**config.mk**
```make
export PLATFORM = sky130hd
export DESIGN_NAME = pfdp_shade
export DESIGN_NICKNAME = d
export VERILOG_FILES = /design/src/rtl/pfdp_pkg.sv /design/src/rtl/pfdp_shade.sv
export SDC_FILE = /design/constraint.sdc
export NUM_CORES = 2
export LEC_CHECK = 0
export BUFFER_PORTS_ARGS = -buffer_cell sky130_fd_sc_hd__clkbuf_2
export CELL_PAD_IN_SITES_DETAIL_PLACEMENT = 0
export CELL_PAD_IN_SITES_GLOBAL_PLACEMENT = 2
export CORE_MARGIN = 8
export CORE_UTILIZATION = 35
export DETAILED_ROUTE_END_ITERATION = 8
export GPL_TIMING_DRIVEN = 0
export PLACE_DENSITY = 0.77
export REMOVE_ABC_BUFFERS = 1
export SLEW_MARGIN = 20
export SYNTH_ARGS = -nofsm -noshare
export SYNTH_HDL_FRONTEND = slang
export SYNTH_SLANG_ARGS = --single-unit
```
**constraint.sdc**
```tcl
create_clock -name i_clk -period 12.8 [get_ports i_clk]
set_input_delay 0 -clock i_clk [delete_from_list [all_inputs] [get_ports i_clk]]
set_output_delay 0 -clock i_clk [all_outputs]
set_load 0.02 [all_outputs]
```
**src/rtl/pfdp_pkg.sv**
```systemverilog
// Shared types, constants and tables for the pixel fog, dither and pack pipeline.
package pfdp_pkg;

    // Pipeline stage numbers
    localparam int ST_IN    = 0;
    localparam int ST_MAG   = 1;
    localparam int ST_MUL   = 2;
    localparam int ST_RECIP = 3;
    localparam int ST_FABS  = 4;
    localparam int ST_UMAG  = 5;
    localparam int ST_DEC   = 6;
    localparam int ST_ARG   = 7;
    localparam int ST_E1    = 8;
    localparam int ST_FOG   = 9;
    localparam int ST_PROD  = 10;
    localparam int ST_SUM   = 11;
    localparam int ST_V     = 12;
    localparam int ST_LVL   = 13;
    localparam int ST_OUT   = 14;
    localparam int NST      = ST_OUT + 1;

    localparam int COORD_WIDTH_DEF = 12;
    localparam logic [15:0] UNIT = 16'd32768;

    // Fog modes
    localparam logic [1:0] FOG_NONE   = 2'd0;
    localparam logic [1:0] FOG_LINEAR = 2'd1;
    localparam logic [1:0] FOG_EXP    = 2'd2;
    localparam logic [1:0] FOG_EXP2   = 2'd3;

    // Configuration register indexes
    typedef enum logic [2:0] {
        CFG_FOG_MODE     = 3'd0,
        CFG_FOG_DENSITY  = 3'd1,
        CFG_FOG_START    = 3'd2,
        CFG_FAR_DEPTH    = 3'd3,
        CFG_INV_RANGE    = 3'd4,
        CFG_FOG_RGB      = 3'd5,
        CFG_COLOR_LEVELS = 3'd6
    } t_cfg_idx;

    typedef struct packed {
        logic [1:0]  fog_mode;
        logic [15:0] fog_density;
        logic [31:0] fog_start;
        logic [31:0] far_depth;
        logic [31:0] inv_depth_range;
        logic [47:0] fog_rgb;
        logic [8:0]  color_levels;
    } t_cfg;

    // Dither settings derived from color_levels
    typedef struct packed {
        logic [8:0]  lv;
        logic [18:0] mn;
        logic [8:0]  div;
        logic [18:0] mdiv;
    } t_dith;

    typedef struct packed {
        logic [11:0] pixel_x;
        logic [11:0] pixel_y;
        logic [15:0] red_in;
        logic [15:0] green_in;
        logic [15:0] blue_in;
        logic [31:0] depth_in;
        logic        half_transparent;
    } t_pix_in;

    typedef struct packed {
        logic [11:0] out_x;
        logic [11:0] out_y;
        logic [23:0] packed_color;
        logic [31:0] out_depth;
    } t_pix_out;

    typedef logic [16:0] t_exp_tab [16];

    localparam t_exp_tab EXP_WHOLE = '{
        17'd65536, 17'd24109, 17'd8869, 17'd3263, 17'd1200, 17'd442, 17'd162, 17'd60,
        17'd22, 17'd8, 17'd3, 17'd1, 17'd0, 17'd0, 17'd0, 17'd0
    };
    localparam t_exp_tab EXP_SIXTEENTH = '{
        17'd65536, 17'd61565, 17'd57835, 17'd54331, 17'd51039, 17'd47947, 17'd45042,
        17'd42313, 17'd39750, 17'd37341, 17'd35079, 17'd32954, 17'd30957, 17'd29081,
        17'd27319, 17'd25664
    };
    localparam t_exp_tab EXP_FINE = '{
        17'd65536, 17'd65280, 17'd65026, 17'd64772, 17'd64520, 17'd64268, 17'd64018,
        17'd63768, 17'd63520, 17'd63272, 17'd63025, 17'd62780, 17'd62535, 17'd62291,
        17'd62048, 17'd61806
    };

    typedef logic [7:0] t_bayer [16][16];

    localparam t_bayer BAYER = '{
        '{8'd0,8'd191,8'd48,8'd239,8'd12,8'd203,8'd60,8'd251,
          8'd3,8'd194,8'd51,8'd242,8'd15,8'd206,8'd63,8'd254},
        '{8'd127,8'd64,8'd175,8'd112,8'd139,8'd76,8'd187,8'd124,
          8'd130,8'd67,8'd178,8'd115,8'd142,8'd79,8'd190,8'd127},
        '{8'd32,8'd223,8'd16,8'd207,8'd44,8'd235,8'd28,8'd219,
          8'd35,8'd226,8'd19,8'd210,8'd47,8'd238,8'd31,8'd222},
        '{8'd159,8'd96,8'd143,8'd80,8'd171,8'd108,8'd155,8'd92,
          8'd162,8'd99,8'd146,8'd83,8'd174,8'd111,8'd158,8'd95},
        '{8'd8,8'd199,8'd56,8'd247,8'd4,8'd195,8'd52,8'd243,
          8'd11,8'd202,8'd59,8'd250,8'd7,8'd198,8'd55,8'd246},
        '{8'd135,8'd72,8'd183,8'd120,8'd131,8'd68,8'd179,8'd116,
          8'd138,8'd75,8'd186,8'd123,8'd134,8'd71,8'd182,8'd119},
        '{8'd40,8'd231,8'd24,8'd215,8'd36,8'd227,8'd20,8'd211,
          8'd43,8'd234,8'd27,8'd218,8'd39,8'd230,8'd23,8'd214},
        '{8'd167,8'd104,8'd151,8'd88,8'd163,8'd100,8'd147,8'd84,
          8'd170,8'd107,8'd154,8'd91,8'd166,8'd103,8'd150,8'd87},
        '{8'd2,8'd193,8'd50,8'd241,8'd14,8'd205,8'd62,8'd253,
          8'd1,8'd192,8'd49,8'd240,8'd13,8'd204,8'd61,8'd252},
        '{8'd129,8'd66,8'd177,8'd114,8'd141,8'd78,8'd189,8'd126,
          8'd128,8'd65,8'd176,8'd113,8'd140,8'd77,8'd188,8'd125},
        '{8'd34,8'd225,8'd18,8'd209,8'd46,8'd237,8'd30,8'd221,
          8'd33,8'd224,8'd17,8'd208,8'd45,8'd236,8'd29,8'd220},
        '{8'd161,8'd98,8'd145,8'd82,8'd173,8'd110,8'd157,8'd94,
          8'd160,8'd97,8'd144,8'd81,8'd172,8'd109,8'd156,8'd93},
        '{8'd10,8'd201,8'd58,8'd249,8'd6,8'd197,8'd54,8'd245,
          8'd9,8'd200,8'd57,8'd248,8'd5,8'd196,8'd53,8'd244},
        '{8'd137,8'd74,8'd185,8'd122,8'd133,8'd70,8'd181,8'd118,
          8'd136,8'd73,8'd184,8'd121,8'd132,8'd69,8'd180,8'd117},
        '{8'd42,8'd233,8'd26,8'd217,8'd38,8'd229,8'd22,8'd213,
          8'd41,8'd232,8'd25,8'd216,8'd37,8'd228,8'd21,8'd212},
        '{8'd169,8'd106,8'd153,8'd90,8'd165,8'd102,8'd149,8'd86,
          8'd168,8'd105,8'd152,8'd89,8'd164,8'd101,8'd148,8'd85}
    };

    // Reciprocal table: entry k-1 holds ceil(2^18 / k) for k in 1..256
    typedef logic [18:0] t_recip_tab [256];

    function automatic t_recip_tab make_recip();
        t_recip_tab  tab;
        int unsigned q;
        int unsigned rm;
        for (int k = 1; k <= 256; k++) begin
            q  = 0;
            rm = 0;
            // long division of 2^18 by k, one bit per step
            for (int b = 18; b >= 0; b--) begin
                rm = (rm << 1) | ((b == 18) ? 1 : 0);
                q  = q << 1;
                if (rm >= k) begin
                    rm = rm - k;
                    q  = q | 1;
                end
            end
            if (rm != 0) begin
                q = q + 1;
            end
            tab[k-1] = q[18:0];
        end
        return tab;
    endfunction

    localparam t_recip_tab RECIP_TAB = make_recip();

endpackage

```
**src/rtl/pfdp_shade.sv**
```systemverilog
// One color channel: fog blend, scale to 8 bits, ordered dither over five stages.
module pfdp_shade import pfdp_pkg::*; (
    input  logic             i_clk,
    input  logic [NST-1:0]   i_en,
    input  logic [15:0]      i_chan,
    input  logic [15:0]      i_fog_chan,
    input  logic [15:0]      i_fog,
    input  logic [3:0]       i_bx,
    input  logic [3:0]       i_by,
    input  t_dith            i_dith,
    output logic [7:0]       o_val
);

    logic [31:0] r_p1;
    logic [31:0] r_p2;
    logic [7:0]  r_bay;
    logic [15:0] r_b;
    logic [7:0]  r_corr11;
    logic [7:0]  r_v;
    logic [7:0]  r_corr12;
    logic [7:0]  r_v13;
    logic [8:0]  r_i;
    logic [7:0]  r_out;

    logic [15:0] n_c;
    logic [15:0] n_fc;
    logic [31:0] n_sum;
    logic [26:0] n_cp;
    logic [22:0] n_vp;
    logic [8:0]  n_vc;
    logic [27:0] n_tp;
    logic [9:0]  n_t;
    logic [17:0] n_ip;

    // Saturate channels to 1.0, form blend products
    assign n_c  = (i_chan > UNIT) ? UNIT : i_chan;
    assign n_fc = (i_fog_chan > UNIT) ? UNIT : i_fog_chan;

    always_ff @(posedge i_clk) begin
        if (i_en[ST_PROD]) begin
            r_p1  <= n_c * (UNIT - i_fog);
            r_p2  <= n_fc * i_fog;
            r_bay <= BAYER[i_bx][i_by];
        end
    end

    // Round the blend, threshold share per level
    assign n_sum = r_p1 + r_p2 + 32'd16384;
    assign n_cp  = r_bay * i_dith.mn;

    always_ff @(posedge i_clk) begin
        if (i_en[ST_SUM]) begin
            r_b      <= n_sum[30:15];
            r_corr11 <= n_cp[25:18];
        end
    end

    // Scale to 0..255
    assign n_vp = r_b * 23'd255;

    always_ff @(posedge i_clk) begin
        if (i_en[ST_V]) begin
            r_v      <= n_vp[22:15];
            r_corr12 <= r_corr11;
        end
    end

    // Level index, clamped to the level count
    assign n_vc = {1'b0, r_v} + {1'b0, r_corr12};
    assign n_tp = n_vc * i_dith.mdiv;
    assign n_t  = n_tp[27:18];

    always_ff @(posedge i_clk) begin
        if (i_en[ST_LVL]) begin
            r_v13 <= r_v;
            r_i   <= (n_t > {1'b0, i_dith.lv}) ? i_dith.lv : n_t[8:0];
        end
    end

    // Back to an 8-bit value, or plain truncation with dithering off
    assign n_ip = r_i * i_dith.div;

    always_ff @(posedge i_clk) begin
        if (i_en[ST_OUT]) begin
            if (i_dith.lv == 9'd0) begin
                r_out <= r_v13;
            end else begin
                r_out <= (n_ip > 18'd255) ? 8'd255 : n_ip[7:0];
            end
        end
    end

    assign o_val = r_out;

endmodule

```
After elaboration in Yosys (flattened, before gate mapping)
Memory sizes are Yosys's and may differ from the RTL's.
Index checks and enable logic that the tools add are counted.
{"block": "op_classes", "add_sub_neg": 4, "n_mul": 6, "order_cmp": 6, "n_mux": 10, "bitwise": 2, "reduce_logical": 1}
{"op": "128-bit 2-to-1 mux", "count": 2}
{"op": "8-bit binary-select mux with 4-bit select", "count": 1}
{"op": "16-bit > comparator (second input constant)", "count": 2}
{"op": "16-bit 2-to-1 mux", "count": 2}
{"op": "8-bit 2-to-1 mux", "count": 4}
{"op": "31-bit by 15-bit adder with 31-bit output (second input constant)", "count": 1}
{"op": "31-bit adder", "count": 1}
{"op": "16-bit by 16-bit multiplier with 31-bit output", "count": 1}
{"op": "17-bit by 17-bit multiplier with 31-bit output", "count": 1}
{"op": "9-bit by 19-bit multiplier with 28-bit output", "count": 1}
{"op": "8-bit by 19-bit multiplier with 26-bit output", "count": 1}
{"op": "16-bit by 8-bit multiplier with 23-bit output (second input constant)", "count": 1}
{"op": "18-bit by 8-bit > comparator with 1-bit output (second input constant)", "count": 1}
{"op": "9-bit by 9-bit multiplier with 18-bit output", "count": 1}
{"op": "16-bit by 16-bit subtractor with 17-bit output (first input constant)", "count": 1}
{"op": "5-bit >= comparator (second input constant)", "count": 2}
{"op": "10-bit by 9-bit > comparator with 1-bit output", "count": 1}
{"op": "4-bit NOT with 5-bit output", "count": 2}
{"op": "8-bit by 8-bit adder with 9-bit output", "count": 1}
{"op": "9-bit zero test", "count": 1}
{"op": "9-bit 2-to-1 mux", "count": 1}
{"block": "totals", "regBits": 135, "romBits": 2048, "in_bits": 128, "out_inout_bits": 8, "n_memories": 1}
{"name": "(name not given)", "depth": 16, "width": 128, "read_ports": 1, "rd_clocked_by_memory_dff": 0, "wr": 0, "line_no": "pfdp_shade.sv:43", "text": "r_bay <= BAYER[i_bx][i_by];"}

Logic depth before layout (Yosys ltp)
{"block": "depth", "ltp_word": 7, "ltp_mapped": 37, "ltp_nobuf": 36}

Least setup slack after synthesis
OpenSTA, ideal clock, no wires.
{"block": "synth_timing", "path_type": "flip-flop to flip-flop", "startpoint": "register r_v[0]", "endpoint": "register r_i[1] (data pin)", "arrival_time_ns": 7.240, "slack_ns": 5.298, "stages_incl_launch_ff": 35, "path_buffers": 1, "period_less_slack_ns": 7.502, "cell_sequence": "edfxtp_1 -> ha_1 -> inv_1 -> fa_1 -> inv_1 -> a21oi_1 -> o21ai_0 -> a21oi_1 -> o21bai_1 -> a21o_1 -> a21o_1 -> clkbuf_1 -> and2_1 -> fa_1 -> fa_1 -> fa_1 -> inv_1 -> fa_1 -> inv_1 -> ha_1 -> a211o_1 -> a221oi_1 -> nand2_1 -> a21oi_1 -> xnor2_1 -> ha_1 -> nor2b_1 -> o21a_1 -> o21a_1 -> o21ai_1 -> nand2_1 -> a221oi_1 -> a41oi_1 -> nor2_2 -> mux2_1"}
{"block": "synth_between", "elab_chain_cells": 4}
{"item": "start: declaration", "line_no": "pfdp_shade.sv:19", "text": "logic [7:0] r_v;"}
{"item": "start signal: assignment", "line_no": "pfdp_shade.sv:63", "text": "r_v <= n_vp[22:15];"}
{"item": "8-bit by 8-bit adder with 9-bit output (*)", "line_no": "pfdp_shade.sv:69", "text": "assign n_vc = {1'b0, r_v} + {1'b0, r_corr12};"}
{"item": "9-bit by 19-bit multiplier with 28-bit output (*)", "line_no": "pfdp_shade.sv:70", "text": "assign n_tp = n_vc * i_dith.mdiv;"}
{"item": "10-bit by 9-bit > comparator with 1-bit output", "line_no": "pfdp_shade.sv:76", "text": "r_i <= (n_t > {1'b0, i_dith.lv}) ? i_dith.lv : n_t[8:0];"}
{"item": "9-bit 2-to-1 mux (*)", "line_no": "pfdp_shade.sv:76"}
{"item": "end signal: assignment", "line_no": "pfdp_shade.sv:76"}
{"item": "end: declaration", "line_no": "pfdp_shade.sv:22", "text": "logic [8:0] r_i;"}
Every way passes the cells marked *; elsewhere a longest branch is shown, timed or not.
A chain may end at the register's enable or synchronous reset.

Worst setup path after layout
{"block": "layout_timing", "startpoint": "input port i_fog[0]", "endpoint": "register r_p1[29] (data pin)"}
{"block": "layout_between", "elab_chain_cells": 2}
{"item": "start: declaration", "line_no": "pfdp_shade.sv:7", "text": "input logic [15:0] i_fog,"}
{"item": "16-bit by 16-bit subtractor with 17-bit output", "line_no": "pfdp_shade.sv:41", "text": "r_p1 <= n_c * (UNIT - i_fog);"}
{"item": "17-bit by 17-bit multiplier with 31-bit output", "line_no": "pfdp_shade.sv:41"}
{"item": "end signal: assignment", "line_no": "pfdp_shade.sv:41"}
{"item": "end: declaration", "line_no": "pfdp_shade.sv:14", "text": "logic [31:0] r_p1;"}
Every way passes these cells.

==> results.sh <==
export IMPL_tightestPinTransition_ns=1.20
export IMPL_hpwlAfterDp_um=77300
export IMPL_maxCapViolations=0
export IMPL_report_final_slew_viol_count=0
export IMPL_globalRouteOverflowTotal=0
export IMPL_postCtsSetupBuffers=0
export IMPL_drcViolationCount=0
export IMPL_total_number_of_vias=25800
export IMPL_avgSynthCellArea_um2=9.36
export IMPL_r2r_cells=34
export IMPL_hold_path_class="primary input to flop"
export IMPL_top_level_ports=136
export IMPL_post_route_cells_drive_above_1_share=0.0593
export IMPL_timing_critical_path_from_type="primary input"
export IMPL_port_buffers=125
export IMPL_detail_route_vias_per_cell=4.69
export IMPL_cts_tree="yes"
export IMPL_num_nets_final=5394
export IMPL_dp_cells=5433
export IMPL_coreArea_mm2=0.107
export IMPL_grt_usage=0.160
export IMPL_grt_antenna_before_repair=2
export IMPL_synthDistinctLibCells=74
export IMPL_worst_setup_hold_path_clk_slew_ns=0.08
export IMPL_postSynth_topFlopCell="edfxtp_1"
export IMPL_cts_inserted_buffers=17
export IMPL_clock_sinks=135
export IMPL_avgRoutedWirePerCell_um=16.6
export IMPL_path_max_fanout=18
export IMPL_initial_core_util=0.352
export IMPL_first_global_vias=28100
export IMPL_period_minus_slack_ns=9.28
export IMPL_floorplan_die_area_mm2=0.118
export IMPL_cts_max_path_buffers=2
export IMPL_clock_insertion_delay_worst_skew_ns=0.45
export IMPL_timing_final_crit_share=0.725
export IMPL_synth_async_reset_ratio=0
export IMPL_synthesis_yosys_warnings=0
export IMPL_drt_iter0_drc=973
export IMPL_first_pass_grt_wire_length_um=151000
export IMPL_cts_htree_levels=4
export IMPL_hold_violations=0
export IMPL_post_synth_instance_area_mm2=0.0375
export IMPL_fin_worst_skew_ns=0.0214
export IMPL_die_x_um=343
export IMPL_min_from="i_en[12]"
export IMPL_max_freq_mhz=108
export IMPL_grt_start_max_net_pins=55
export IMPL_areaGrowthSynthToFinish_pct=8.66
export IMPL_criticalPathCategory="primary input to flop"
export IMPL_postRouteAntennaNets=0
export IMPL_status="finished clean"
export IMPL_worst_setup_sp="i_fog[0]"
export IMPL_detail_route_first_pass_iterations=5
export IMPL_synth_seq_area_share=0.108
export IMPL_timing_max_slew_rel_slack=0.200
export IMPL_rsz0062_at_grt="false"
export IMPL_finalInstanceArea_mm2=0.0407
export IMPL_die_h_um=343
export IMPL_worstHoldPathCells=1
export IMPL_placement_rows=120
export IMPL_fin_tns_setup_ns=0
export IMPL_cp_arrival_ns=9.40
export IMPL_instances_no_fill=5488
export IMPL_crit_reg2reg_launch="r_v[0]"
export IMPL_finalWirelength_um=91100
export IMPL_ys_ff_latch=135
export IMPL_post_dp_cell_area_mm2=0.0399
export IMPL_count_of_flip_flops_with_a_built_in_enable_after_synthesis=135
export IMPL_worst_setup_path_end_kind="flop"
export IMPL_fill_cells=10900
export IMPL_clk_root_buffer_cell="clkbuf_16"
export IMPL_syn_instance_count=4004
export IMPL_cp_required_ns=12.93
export IMPL_setup_viol=0
export IMPL_gp_routability_congestion=0.840
flip-flops by register name, summed over array words and instances (netlist names):
name,flops
r_bay,8
r_b,16
r_v13,8
r_v,8
r_corr12,8
r_p2,31
r_corr11,8
r_i,9
o_val,8
r_p1,31
area by class of cell:
class	instances	area [um2]	share of cell area
multi-input combinational	2873	29900	0.733
sequential	135	4050	0.0995
timing repair buffer	170	1150	0.0283
tap	1403	1760	0.0431
antenna	3	7.51	0.000184
clock buffer	17	425	0.0104
inverter	872	3270	0.0804
clock inverter	15	201	0.00495
cell usage after synthesis, drive strengths merged, types with 32 or more instances:
cell type,instances,area share
edfxtp,135,0.11
o21ai,61,0.0082
and2,308,0.051
nor3,35,0.0047
inv,870,0.087
xnor2,93,0.022
clkbuf,115,0.012
a21oi,75,0.010
fa,741,0.40
a21o,32,0.0064
nor2,167,0.017
nor2b,41,0.0068
xor2,48,0.011
nand2,563,0.056
ha,456,0.15
critical path, stage by stage:
cell and delay [ns]:
clkbuf_2 0.40, clkinv_1 0.82, ha_1 0.63, nand3_1 0.21
nor2_1 0.10, nand2_1 0.15, xor2_1 0.93, nand2_1 0.19
fa_1 0.55, fa_1 0.50, inv_1 0.06, fa_1 0.48
inv_1 0.05, fa_1 0.46, fa_1 0.49, inv_1 0.04
fa_1 0.47, ha_1 0.34, a211o_1 0.34, a2111oi_0 0.90
a21oi_1 0.21, o21ai_1 0.28, a21boi_1 0.15, o21ai_1 0.26
nand3_1 0.12, o311ai_1 0.25
worst paths after layout:
path	end	slack (ns)
max	r_p1[29]	3.52
max reg2reg	r_i[4]	3.75
min reg2reg	r_corr12[6]	0.42
min	r_v[4]	0.04
per-layer routing:
| layer | part of all wire | vias up | global-route usage | routed length [um] |
|---|---|---|---|---|
| li1 | - | 12400 | - | - |
| met1 | 0.48 | 13000 | 0.223 | 43800 |
| met2 | 0.47 | 358 | 0.268 | 42400 |
| met3 | 0.033 | 84 | 0.0173 | 3010 |
| met4 | 0.021 | 4 | 0.0379 | 1890 |
| met5 | 0.00025 | - | 0 | 23 |
per-stage QoR:
step	hold WS (ns)	utilization	setup WS, ns
6_report	0.0412	0.382	3.52
5_1_grt	0.0583	0.382	3.02
4_1_cts	0.00810	0.382	3.49
3_5_place_dp	0.329	0.374	2.98
3_3_place_gp	0.331	0.370	2.52
2_1_floorplan	0.112	-	5.19
cell families (layout without fill, tap and decap cells):
| kind of cell | Yosys count | in the layout | synth area share |
|---|---|---|---|
| and+or+nand+nor | 1238 | 1238 | 0.157 |
| AOI/OAI and AO/OA | 282 | 282 | 0.0500 |
| muxes | 15 | 15 | 0.00431 |
| adders and majority gates | 1197 | 1197 | 0.548 |
| buffers and inverters | 996 | 1074 | 0.0998 |
| DFF | 135 | 135 | 0.108 |
| xor gates and xnor gates | 141 | 141 | 0.0329 |
| other | 0 | 3 | 0 |
placed cells by master, fill, tap and decap left out, types with 41 or more instances in the layout:
cell / count
o21ai_0: 47
edfxtp_1: 135
ha_1: 456
xor2_1: 41
inv_1: 869
clkbuf_2: 124
nor2_1: 166
and2_1: 308
a21oi_1: 73
nand2_1: 563
fa_1: 741
xnor2_1: 83
what timing repair did:
action	CTS	global route
gates resized for setup	0	0
hold buffers	20	0
endpoints found under the hold margin	39	0
setup endpoints to repair	0	0
Power is left out: the tool's default activity adds up to more than one toggle a clock period on the data nets, which glitch-free logic cannot reach.
